--- src/rtl/core/trd_lerp.sv ---
// One interpolation lane: y = a + round(f * (b - a) / 2^F), three register stages.
module trd_lerp #(
  parameter int unsigned FracBits = 16,
  parameter int unsigned ValBits  = 25
) (
  input  logic                       clk_i,
  input  logic signed [ValBits-1:0]  a_i,
  input  logic signed [ValBits-1:0]  b_i,
  input  logic        [FracBits-1:0] f_i,
  output logic signed [ValBits-1:0]  y_o
);

  localparam int unsigned ProdBits = FracBits + ValBits + 2;
  localparam logic signed [ProdBits-1:0] Half =
    {{(ProdBits-FracBits){1'b0}}, 1'b1, {(FracBits-1){1'b0}}};

  logic signed [ValBits-1:0]  a1_q, a2_q, y_q, y_d;
  logic signed [ValBits:0]    diff_q;
  logic        [FracBits-1:0] f1_q;
  logic signed [FracBits:0]   f_s;
  logic signed [ProdBits-1:0] prod_q, prod_d, rnd, shifted;

  assign f_s    = {1'b0, f1_q};
  assign prod_d = f_s * diff_q;

  // round to nearest, ties upward: floor((p + half) / 2^F)
  assign rnd     = prod_q + Half;
  assign shifted = rnd >>> FracBits;
  assign y_d     = a2_q + $signed(shifted[ValBits-1:0]);

  always_ff @(posedge clk_i) begin
    a1_q   <= a_i;
    diff_q <= {b_i[ValBits-1], b_i} - {a_i[ValBits-1], a_i};
    f1_q   <= f_i;
    a2_q   <= a1_q;
    prod_q <= prod_d;
    y_q    <= y_d;
  end

  assign y_o = y_q;

endmodule

--- config.mk ---
export PLATFORM = sky130hd
export DESIGN_NAME = trd_lerp
export DESIGN_NICKNAME = d
export VERILOG_FILES = /design/src/rtl/core/trd_lerp.sv
export SDC_FILE = /design/constraint.sdc
export NUM_CORES = 1
export LEC_CHECK = 0
export BUFFER_PORTS_ARGS = -buffer_cell sky130_fd_sc_hd__buf_4
export CORE_MARGIN = 2
export CORE_UTILIZATION = 35
export DETAILED_ROUTE_END_ITERATION = 10
export GPL_ROUTABILITY_DRIVEN = 0
export SETUP_SLACK_MARGIN = 0.15
export SYNTH_ARGS = -nofsm -noshare
export SYNTH_HDL_FRONTEND = slang
export SYNTH_SLANG_ARGS = --single-unit
--- constraint.sdc ---
create_clock -name clk_i -period 5.8 [get_ports clk_i]
set_input_delay 0.87 -clock clk_i [delete_from_list [all_inputs] [get_ports clk_i]]
set_output_delay 0.87 -clock clk_i [all_outputs]
set_load 0.02 [all_outputs]
==> impl_metrics.csv <==
group,metric,value,unit
run_status,status,"finished with violations",
run_status,violations,"setup timing",
setup_path,crit_path_end_kind,"flop",
clock_tree,clk_latency,0.49,ns
clock_tree,cts_sinks,143,
detailed_routing,drc,0,
setup_path,path_buf_inv,7,
synth,ys_seq_elements,143,
synth,netlist_area,0.0194,mm^2
flow_run,maxCapViolCount,0,
synth,ys_seq_area_share,14.8,%
clock_tree,h-tree-depth,4,
setup_path,path_delay_family,"adder cells",
setup_path,required,6.16,ns
setup_path,critPathLaunchType,"flop",
floorplan,num_io_pins,92,
final_layout,fillers,5323,
sta,max_slew_margin,40.0,%
clock_tree,clockBufferDepth,2,
synth,yosysWarningCount,0,
synth,syn_area_per_cell,9.31,um^2
floorplan,dieHeight,239,um
detailed_routing,antenna_left,0,
setup_path,slowest_stage,"fa_1",
final_layout,syn2layout_area_growth,22.4,%
final_layout,layout-drive-gt1-share,19.4,%
global_route,grt_pass1_vias,15600,
synth,ys_top_cells_by_area,"fa_1 41%, dfxtp_1 15%, inv_1 9.7%, ha_1 9.5%, nand2_1 5.6%",
floorplan,die_area,0.0573,mm^2
detailed_routing,route.met2.wl,24300,um
min_path,hold_class,"flop to flop",
sta,timing.final.ws_setup,-0.116,ns
clock_tree,clock-root-buffer,"clkbuf_16",
sta,slew_violations,0,
setup_path,cp_common_cell,"fa_1",
detailed_routing,num_vias,14300,
place,port_buffers,91,
floorplan,core_area,0.0550,mm^2
final_layout,multi_input_area,0.0148,mm^2
synth,async_flop_share,0,%
place,placed_area,0.0223,mm^2
synth,synth_edf_count,0,
detailed_routing,topRoutingLayerUsed,"met5",
synth,ys.flop_type,"dfxtp_1",
global_route,grt_usage,18.0,%
synth,synth_top_area_share,40.6,%
global_route,grt_pass1_wl,78800,um
sta,finClkSkew,0.0189,ns
detailed_routing,wl,48400,um
global_route,grt_max_degree,21,
final_layout,final_nets,2946,
clock_tree,numCtsBuffers,17,
floorplan,fp.dieW,239,um
place,dp_hpwl,39800,um
detailed_routing,wl_met3,2090,um
sta,tightest_slew,0.891,ns
detailed_routing,first_pass_iters,5,
sta,max_freq,169,MHz
setup_path,arrival,6.28,ns
final_layout,finalInstanceArea,0.0237,mm^2
detailed_routing,viasPerCell,4.61,
global_route,grt_overflow_total,0,
sta,hold_viol_final,0,
clock_tree,cts_hold_buf,0,
sta,final.min_clock_period,5.92,ns
floorplan,num_rows,86,
detailed_routing,drt_iter0_drc,591,
synth,synthCells,2084,
setup_path,crit_fanout,4,
clock_tree,cts_tree,"done",
synth,ys_types,49,
sta,fin_crit_sh,102,%
global_route,antenna_found_initial,1,
setup_path,path_cells,"buf_6, and2_4, fa_1, inv_2, fa_2, fa_1, inv_1, fa_1, fa_1, inv_1, fa_1, inv_2, ha_4, and4_4, nand4_1, o21a_2, nand3_2, and3_4, buf_6, a21oi_2, buf_6, o311ai_4, a31oi_1, xnor2_1",
synth,yosysTopAreaCell,"fa_1",
setup_path,slowest_delay,0.54,ns
sta,rsz0062_at_grt,"true",
clock_tree,clk_pin_slew,0.08,ns
synth,syn_nets,2692,
detailed_routing,route.layer.met1.wl,19700,um
setup_path,crit_type,"flop to flop",
final_layout,seqCellArea,0.00294,mm^2
sta,finalSetupViolCount,9,
detailed_routing,routed_wire_length_per_instance,15.6,um
final_layout,antenna_cells,0,
floorplan,initial_utilization,35.3,%
through the flow:
step                      setup WS (ns)  util (%)  hold WS [ns]  setup TNS [ns]  instances
final                            -0.116      43.2         0.320          -0.428       3098
after global routing             -0.305      43.2         0.327           -3.22       3098
after CTS                       -0.0698      42.4         0.320          -0.212       3084
after detailed placement         -0.324      40.5         0.312           -2.14       3028
after global placement           -0.240      40.5         0.311           -1.41       3028
after floorplan                   0.117         -         0.310               0       2084
sequential cells by signal, summed over array words and instances, names as in the netlist:
name,cells
diff_q,26
prod_q,26
a1_q,25
a2_q,25
y_o,25
f1_q,16
kinds of logic after synthesis:
group | synth area share (%)
AND/OR/NAND/NOR | 14.0
adder cells (fa/ha/maj) | 50.1
XOR/XNOR | 4.88
flip-flops | 14.8
buffers and inverters | 10.9
AO/OA/AOI/OAI | 5.39
metal layers:
| metal | vias to the layer above | track usage (%) |
|---|---|---|
| met5 | - | 0 |
| met4 | 2 | 8.98 |
| met3 | 99 | 3.04 |
| met2 | 288 | 31.5 |
| met1 | 7219 | 21.2 |
| li1 | 6665 | - |
what timing repair did:
item                       CTS  global route
buffers inserted            24            11
resized for setup          101            63
pin swaps                   59            33
setup endpoints to repair   18            21
gates cloned                 1             3
cell type report:
type                       count  share of cell area (%)
clock buffer                  19                    1.87
clock inverter                12                   0.469
inverter                     499                    7.89
multi-input combinational   1378                    62.4
sequential                   143                    12.4
tap                          748                    3.94
timing repair buffer         299                    11.1
synth_stat cells (5+ instances only):
cell type and n:
inv_1 499, fa_1 393, nand2_1 287, and2_1 168, ha_1 148, dfxtp_1 143, xnor2_1 77, clkbuf_1 64
a21oi_1 51, nor2_1 44, o21ai_0 34, xor2_1 31, a21o_1 23, nand3_1 16, and3_1 10, nand2b_1 10
nand4_1 8, nor3_1 8, o21a_1 8, o211ai_1 7, a31oi_1 6, nor2b_1 6, o21bai_1 5
placed cells by master, fill, tap and decap left out, types with 11 or more instances in the layout:
| cell | synthesis | layout |
|---|---|---|
| ha_1 | 148 | 136 |
| nor2_1 | 44 | 44 |
| a21oi_2 | 1 | 14 |
| inv_2 | 0 | 12 |
| buf_6 | 0 | 20 |
| buf_12 | 0 | 16 |
| dfxtp_2 | 0 | 15 |
| nand3_1 | 16 | 15 |
| xor2_1 | 31 | 30 |
| fa_1 | 393 | 377 |
| dfxtp_1 | 143 | 113 |
| and2_4 | 0 | 11 |
| a21oi_1 | 51 | 37 |
| and2_1 | 168 | 157 |
| dfxtp_4 | 0 | 15 |
| buf_4 | 0 | 255 |
| o21ai_0 | 34 | 29 |
| a21o_1 | 23 | 22 |
| inv_1 | 499 | 487 |
| fa_2 | 0 | 16 |
| xnor2_1 | 77 | 76 |
| clkbuf_16 | 0 | 20 |
| nand2_1 | 287 | 278 |
final timing paths:
kind	from	end	slack [ns]	depth (start not counted)
setup / recovery	f1_q[5]	prod_q[40]	-0.12	24
hold reg to reg	a1_q[13]	a2_q[13]	0.32	0
setup reg to reg	f1_q[5]	prod_q[40]	-0.12	24
hold / removal	a1_q[13]	a2_q[13]	0.32	0
Power is left out: the tool's default activity adds up to more than one toggle a clock period on the data nets, which glitch-free logic cannot reach.
