### src/rtl/core/trd_pkg.sv
// Shared constants, register indexes and control types of the trilinear distance block.
package trd_pkg;

  localparam int unsigned GRAD_BITS        = 35;
  localparam int unsigned SCALE_BITS       = 8;
  localparam int unsigned INV_RES_BITS     = 16;
  localparam int unsigned UNK_DIST_BITS    = 24;
  localparam int unsigned CFG_DATA_BITS    = 24;
  localparam int unsigned OUTSIDE_BITS     = 10;
  localparam int unsigned OUT_DEPTH        = 16;

  localparam logic [INV_RES_BITS-1:0]  INV_RES_RESET  = 16'd2560;
  localparam logic [UNK_DIST_BITS-1:0] UNK_DIST_RESET = 24'd2560000;

  // -1.0 in Q.8
  localparam logic signed [OUTSIDE_BITS-1:0] OUTSIDE_DISTANCE = -10'sd256;

  typedef enum logic [0:0] {
    CFG_INV_RES  = 1'b0,
    CFG_UNK_DIST = 1'b1
  } trd_cfg_index_e;

  typedef struct packed {
    logic valid;
    logic in_map;
  } trd_ctrl_t;

endpackage

### src/rtl/core/trd_merge.sv
// Merge stage: scale and saturate the gradients, clamp the distance, apply the map flag.
module trd_merge #(
  parameter int unsigned DistBits = 25,
  parameter int unsigned ValBits  = 25
) (
  input  logic                                    clk_i,
  input  logic                                    rst_ni,
  input  trd_pkg::trd_ctrl_t                      ctrl_i,
  input  logic        [trd_pkg::INV_RES_BITS-1:0] inv_res_i,
  input  logic signed [ValBits-1:0]               dist_i,
  input  logic signed [ValBits-1:0]               gx_i,
  input  logic signed [ValBits-1:0]               gy_i,
  input  logic signed [ValBits-1:0]               gz_i,
  output trd_pkg::trd_ctrl_t                      ctrl_o,
  output logic signed [DistBits-1:0]              dist_o,
  output logic signed [trd_pkg::GRAD_BITS-1:0]    gx_o,
  output logic signed [trd_pkg::GRAD_BITS-1:0]    gy_o,
  output logic signed [trd_pkg::GRAD_BITS-1:0]    gz_o
);

  import trd_pkg::*;

  localparam int unsigned ProdBits = ValBits + INV_RES_BITS + 1;
  localparam logic signed [ProdBits-1:0] RoundHalf =
    {{(ProdBits-SCALE_BITS){1'b0}}, 1'b1, {(SCALE_BITS-1){1'b0}}};
  localparam logic signed [ProdBits-1:0] GradMax =
    {{(ProdBits-GRAD_BITS+1){1'b0}}, {(GRAD_BITS-1){1'b1}}};
  localparam logic signed [ProdBits-1:0] GradMin =
    {{(ProdBits-GRAD_BITS+1){1'b1}}, {(GRAD_BITS-1){1'b0}}};
  localparam logic signed [ValBits-1:0] DistMax =
    {{(ValBits-DistBits+1){1'b0}}, {(DistBits-1){1'b1}}};

  function automatic logic signed [GRAD_BITS-1:0] sat_grad(
    input logic signed [ProdBits-1:0] p
  );
    logic signed [ProdBits-1:0] rnd;
    logic signed [ProdBits-1:0] sh;
    rnd = p + RoundHalf;
    sh  = rnd >>> SCALE_BITS;
    if (sh > GradMax) begin
      return GradMax[GRAD_BITS-1:0];
    end else if (sh < GradMin) begin
      return GradMin[GRAD_BITS-1:0];
    end
    return sh[GRAD_BITS-1:0];
  endfunction

  logic signed [INV_RES_BITS:0]  inv_s;
  logic signed [ProdBits-1:0]    px_q, py_q, pz_q;
  logic signed [DistBits-1:0]    dist1_q, dist1_d;
  trd_ctrl_t                     ctrl1_q, ctrl2_q;
  logic signed [DistBits-1:0]    dist2_q, dist2_d;
  logic signed [GRAD_BITS-1:0]   gx2_q, gy2_q, gz2_q, gx2_d, gy2_d, gz2_d;

  assign inv_s = {1'b0, inv_res_i};

  // hold the distance inside the signed output range
  always_comb begin
    if (dist_i > DistMax) begin
      dist1_d = DistMax[DistBits-1:0];
    end else begin
      dist1_d = dist_i[DistBits-1:0];
    end
  end

  always_comb begin
    if (ctrl1_q.in_map) begin
      dist2_d = dist1_q;
      gx2_d   = sat_grad(px_q);
      gy2_d   = sat_grad(py_q);
      gz2_d   = sat_grad(pz_q);
    end else begin
      dist2_d = {{(DistBits-OUTSIDE_BITS){OUTSIDE_DISTANCE[OUTSIDE_BITS-1]}},
                 OUTSIDE_DISTANCE};
      gx2_d   = '0;
      gy2_d   = '0;
      gz2_d   = '0;
    end
  end

  always_ff @(posedge clk_i or negedge rst_ni) begin
    if (!rst_ni) begin
      ctrl1_q <= '0;
      ctrl2_q <= '0;
    end else begin
      ctrl1_q <= ctrl_i;
      ctrl2_q <= ctrl1_q;
    end
  end

  always_ff @(posedge clk_i) begin
    px_q    <= gx_i * inv_s;
    py_q    <= gy_i * inv_s;
    pz_q    <= gz_i * inv_s;
    dist1_q <= dist1_d;
    dist2_q <= dist2_d;
    gx2_q   <= gx2_d;
    gy2_q   <= gy2_d;
    gz2_q   <= gz2_d;
  end

  assign ctrl_o = ctrl2_q;
  assign dist_o = dist2_q;
  assign gx_o   = gx2_q;
  assign gy_o   = gy2_q;
  assign gz_o   = gz2_q;

endmodule

### config.mk
export PLATFORM = sky130hd
export DESIGN_NAME = trd_merge
export DESIGN_NICKNAME = d
export VERILOG_FILES = /design/src/rtl/core/trd_pkg.sv /design/src/rtl/core/trd_merge.sv
export SDC_FILE = /design/constraint.sdc
export NUM_CORES = 2
export LEC_CHECK = 0
export BUFFER_PORTS_ARGS = -buffer_cell sky130_fd_sc_hd__buf_4
export CAP_MARGIN = 30
export CORE_MARGIN = 2
export CORE_UTILIZATION = 45
export DETAILED_ROUTE_END_ITERATION = 6
export HOLD_SLACK_MARGIN = 0.08
export PLACE_DENSITY = 0.66
export SETUP_SLACK_MARGIN = 0.3
export SYNTH_ARGS = -nofsm -noshare
export SYNTH_HDL_FRONTEND = slang
export SYNTH_SLANG_ARGS = --single-unit
### constraint.sdc
create_clock -name clk_i -period 2.5 [get_ports clk_i]
set_clock_uncertainty 0.1 [all_clocks]
set_input_delay 0.625 -clock clk_i [delete_from_list [all_inputs] [get_ports clk_i]]
set_output_delay 0.625 -clock clk_i [all_outputs]
set_load 0.01 [all_outputs]
==> out/qor.yml <==
cts_buffers: 35
synth_top_family_by_area: "adder cells"
synth_ff_type: "dfxtp_1"
antenna_found_initial: 17
synth_area_leaders: "fa_1 47%, inv_1 11%, dfxtp_1 10%, ha_1 7.7%, and2_1 7.1%"
grt_use_total_pct: 23.9
ys_warn_count: 0
clockRootBuffer: "clkbuf_16"
synth.most_common_cell: "inv_1"
area_growth_pct: 28.7
yosys_register_bits: 264
slowest_stage: "fa_1"
cap_violations: 0
cp-start-kind: "input pin"
critical_path_class: "input pin to register"
dr.pass1.iters: 5
post-route-period-util_pct: 241
drt_wl_total_mm: 131
ant_nets: 0
rsz0062_at_grt: "true"
synth-seq-area-share_pct: 10.6
die_x_um: 337
synth-xor-area-share_pct: 3.48
critPathMostFrequentCell: "fa_1"
synth_top_area_share_pct: 46.7
finalSetupViolations: 105
drc: 0
cpPeakStageDelay_ns: 0.55
gp_congestion: 0.897
synthArstFlopShare_pct: 1.52
grt_pass1_vias: 41800
crit_chain: "buf_16, buf_6, and2_4, fa_1, inv_2, fa_1, fa_1, inv_2, fa_1, fa_1, inv_2, fa_1, inv_2, ha_4, nand4_1, or2_1, or4_1, o211ai_1, o311a_1, o41a_1, a21o_1, a21oi_2, xnor2_1"
dieArea_sq_mm: 0.114
yosys.area_share.simple_pct: 16.1
status: "finished, violations left"
hold_path.class: "register to register"
place_ws_ns: -4.48
hold_viol: 0
critPathRequiredTime_ns: 2.85
rows: 122
routed_via_density: 4.84
coreArea_sq_mm: 0.111
fin_setup_tns_ns: -306.10
worst_pin_slew_ns: 0.450
num_vias: 38000
port_buffers: 251
synth_compound_area_share_pct: 3.06
avgRoutedWirePerCell_um: 16.6
synth_edf_count: 0
fmax_ghz: 0.166
drive_gt1_share_pct: 24.9
path_clk_slew_ns: 0.06
grt_pass1_wl_mm: 213
yosys.area.top_type: "fa_1"
grt.overflow.total: 0
clkLatencyLatePin_ns: 0.58
grt_start_max_net_pins: 76
start_util_pct: 45.3
cp-end-kind: "register"
violations: "negative setup slack"
cts_htree_levels: 2
synthesis.nets: 7063
synth_commonest_cells: "1415 x inv_1, 1167 x fa_1, 798 x nand2_1"
netlist_instances: 5470
final_nets: 7935
die_h_um: 337
slew_violations: 0
synth.distinct_cells: 57
cp.arrival_ns: 6.38
slew_headroom_pct: 70.0
drt_iter0_markers: 1710
synth_fa_ha_area_share_pct: 54.3
r2r_slack_ns: 0.22
ios: 252
cts_sinks: 264
syn_area_per_cell_sq_um: 9.15
clockBufferDepth: 3
tritoncts: "yes"
final.setup.worst_slack_ns: -3.53
layout_min_cycle_time_ns: 6.03
hpwl_mm: 106
syn_area_sq_mm: 0.0500
crit_path_max_fanout: 6
muxShareOfSynthArea_pct: 0
[layout by cell type, fill, tap and decap left out, types with 47 or more instances in the layout]
cell	synthesis	final
inv_1	1415	1344
fa_1	1167	1110
buf_4	0	854
nand2_1	798	747
and2_1	567	520
dfxtp_1	260	260
ha_1	306	240
xnor2_1	151	137
buf_6	0	96
inv_2	0	69
fa_2	0	57
ha_4	0	56
buf_12	0	50
and2_4	0	47
[critical path, delay by kind of cell]
kind | cells | cell delay, ns
AO/OA/AOI/OAI | 5 | 0.84
buffers and inverters | 6 | 0.43
XOR/XNOR | 1 | 0.12
adder cells (fa/ha/maj) | 7 | 3.42
AND/OR/NAND/NOR | 4 | 0.94
[what timing repair did]
item	in CTS	in global routing
resized for setup	409	214
pin swaps	199	142
setup endpoints to repair	128	134
hold buffers	28	0
endpoints found under the hold margin	31	0
cloned	19	3
buffers inserted	76	35
[sequential cells by signal, indices dropped and copies added, names as in the netlist]
signal   cells
py_q        35
ctrl_o       2
ctrl1_q      2
pz_q        35
gx_o        35
dist_o      25
px_q        35
gz_o        35
gy_o        35
dist1_q     25
[kinds of logic after synthesis]
group | count (synthesis)
buf+inv | 1659
simple gates | 1640
fa+ha+maj | 1473
flops | 264
compound gates | 235
xor+xnor | 199
[per-layer routing]
metal  track usage [%]  routed length, um
met3              5.85              10000
met4              6.97               3460
met1              29.5              51900
met2              41.4              65000
met5                 0                159
[area by class of cell]
class,instances,area [sq um]
fill,9504,46100
clock inverter,19,219
inverter,1415,5320
tap,1488,1860
antenna,2,5.00
multi-input combinational,3547,40800
timing repair buffer,1079,9980
clock buffer,43,966
sequential,264,5310
[worst paths after layout]
path / endpoint / startpoint / cells after the start
setup / recovery: py_q[40] / inv_res_i[3] / 23
hold / removal: ctrl_o[1] / ctrl1_q[1] / 0
setup reg to reg: gx_o[34] / px_q[21] / 9
hold reg to reg: ctrl_o[1] / ctrl1_q[1] / 0
max in group asynchronous: ctrl1_q[0] / rst_ni / 2
min in group asynchronous: ctrl1_q[0] / rst_ni / 2
[through the flow]
stage          hold slack [ns]  instance area, sq um  utilization [%]  cells
6_report                 0.263                 64400             58.3   7857
4_1_cts                  0.231                 63200             57.2   7817
2_1_floorplan            0.229                 51300                -   5470
5_1_grt                  0.276                 64400             58.3   7856
3_3_place_gp             0.232                 59000             53.4   7632
3_5_place_dp             0.256                 59000             53.4   7632
Power is not shown: default switching activity piles up to over one toggle a cycle in this logic, so the estimate is an artifact.
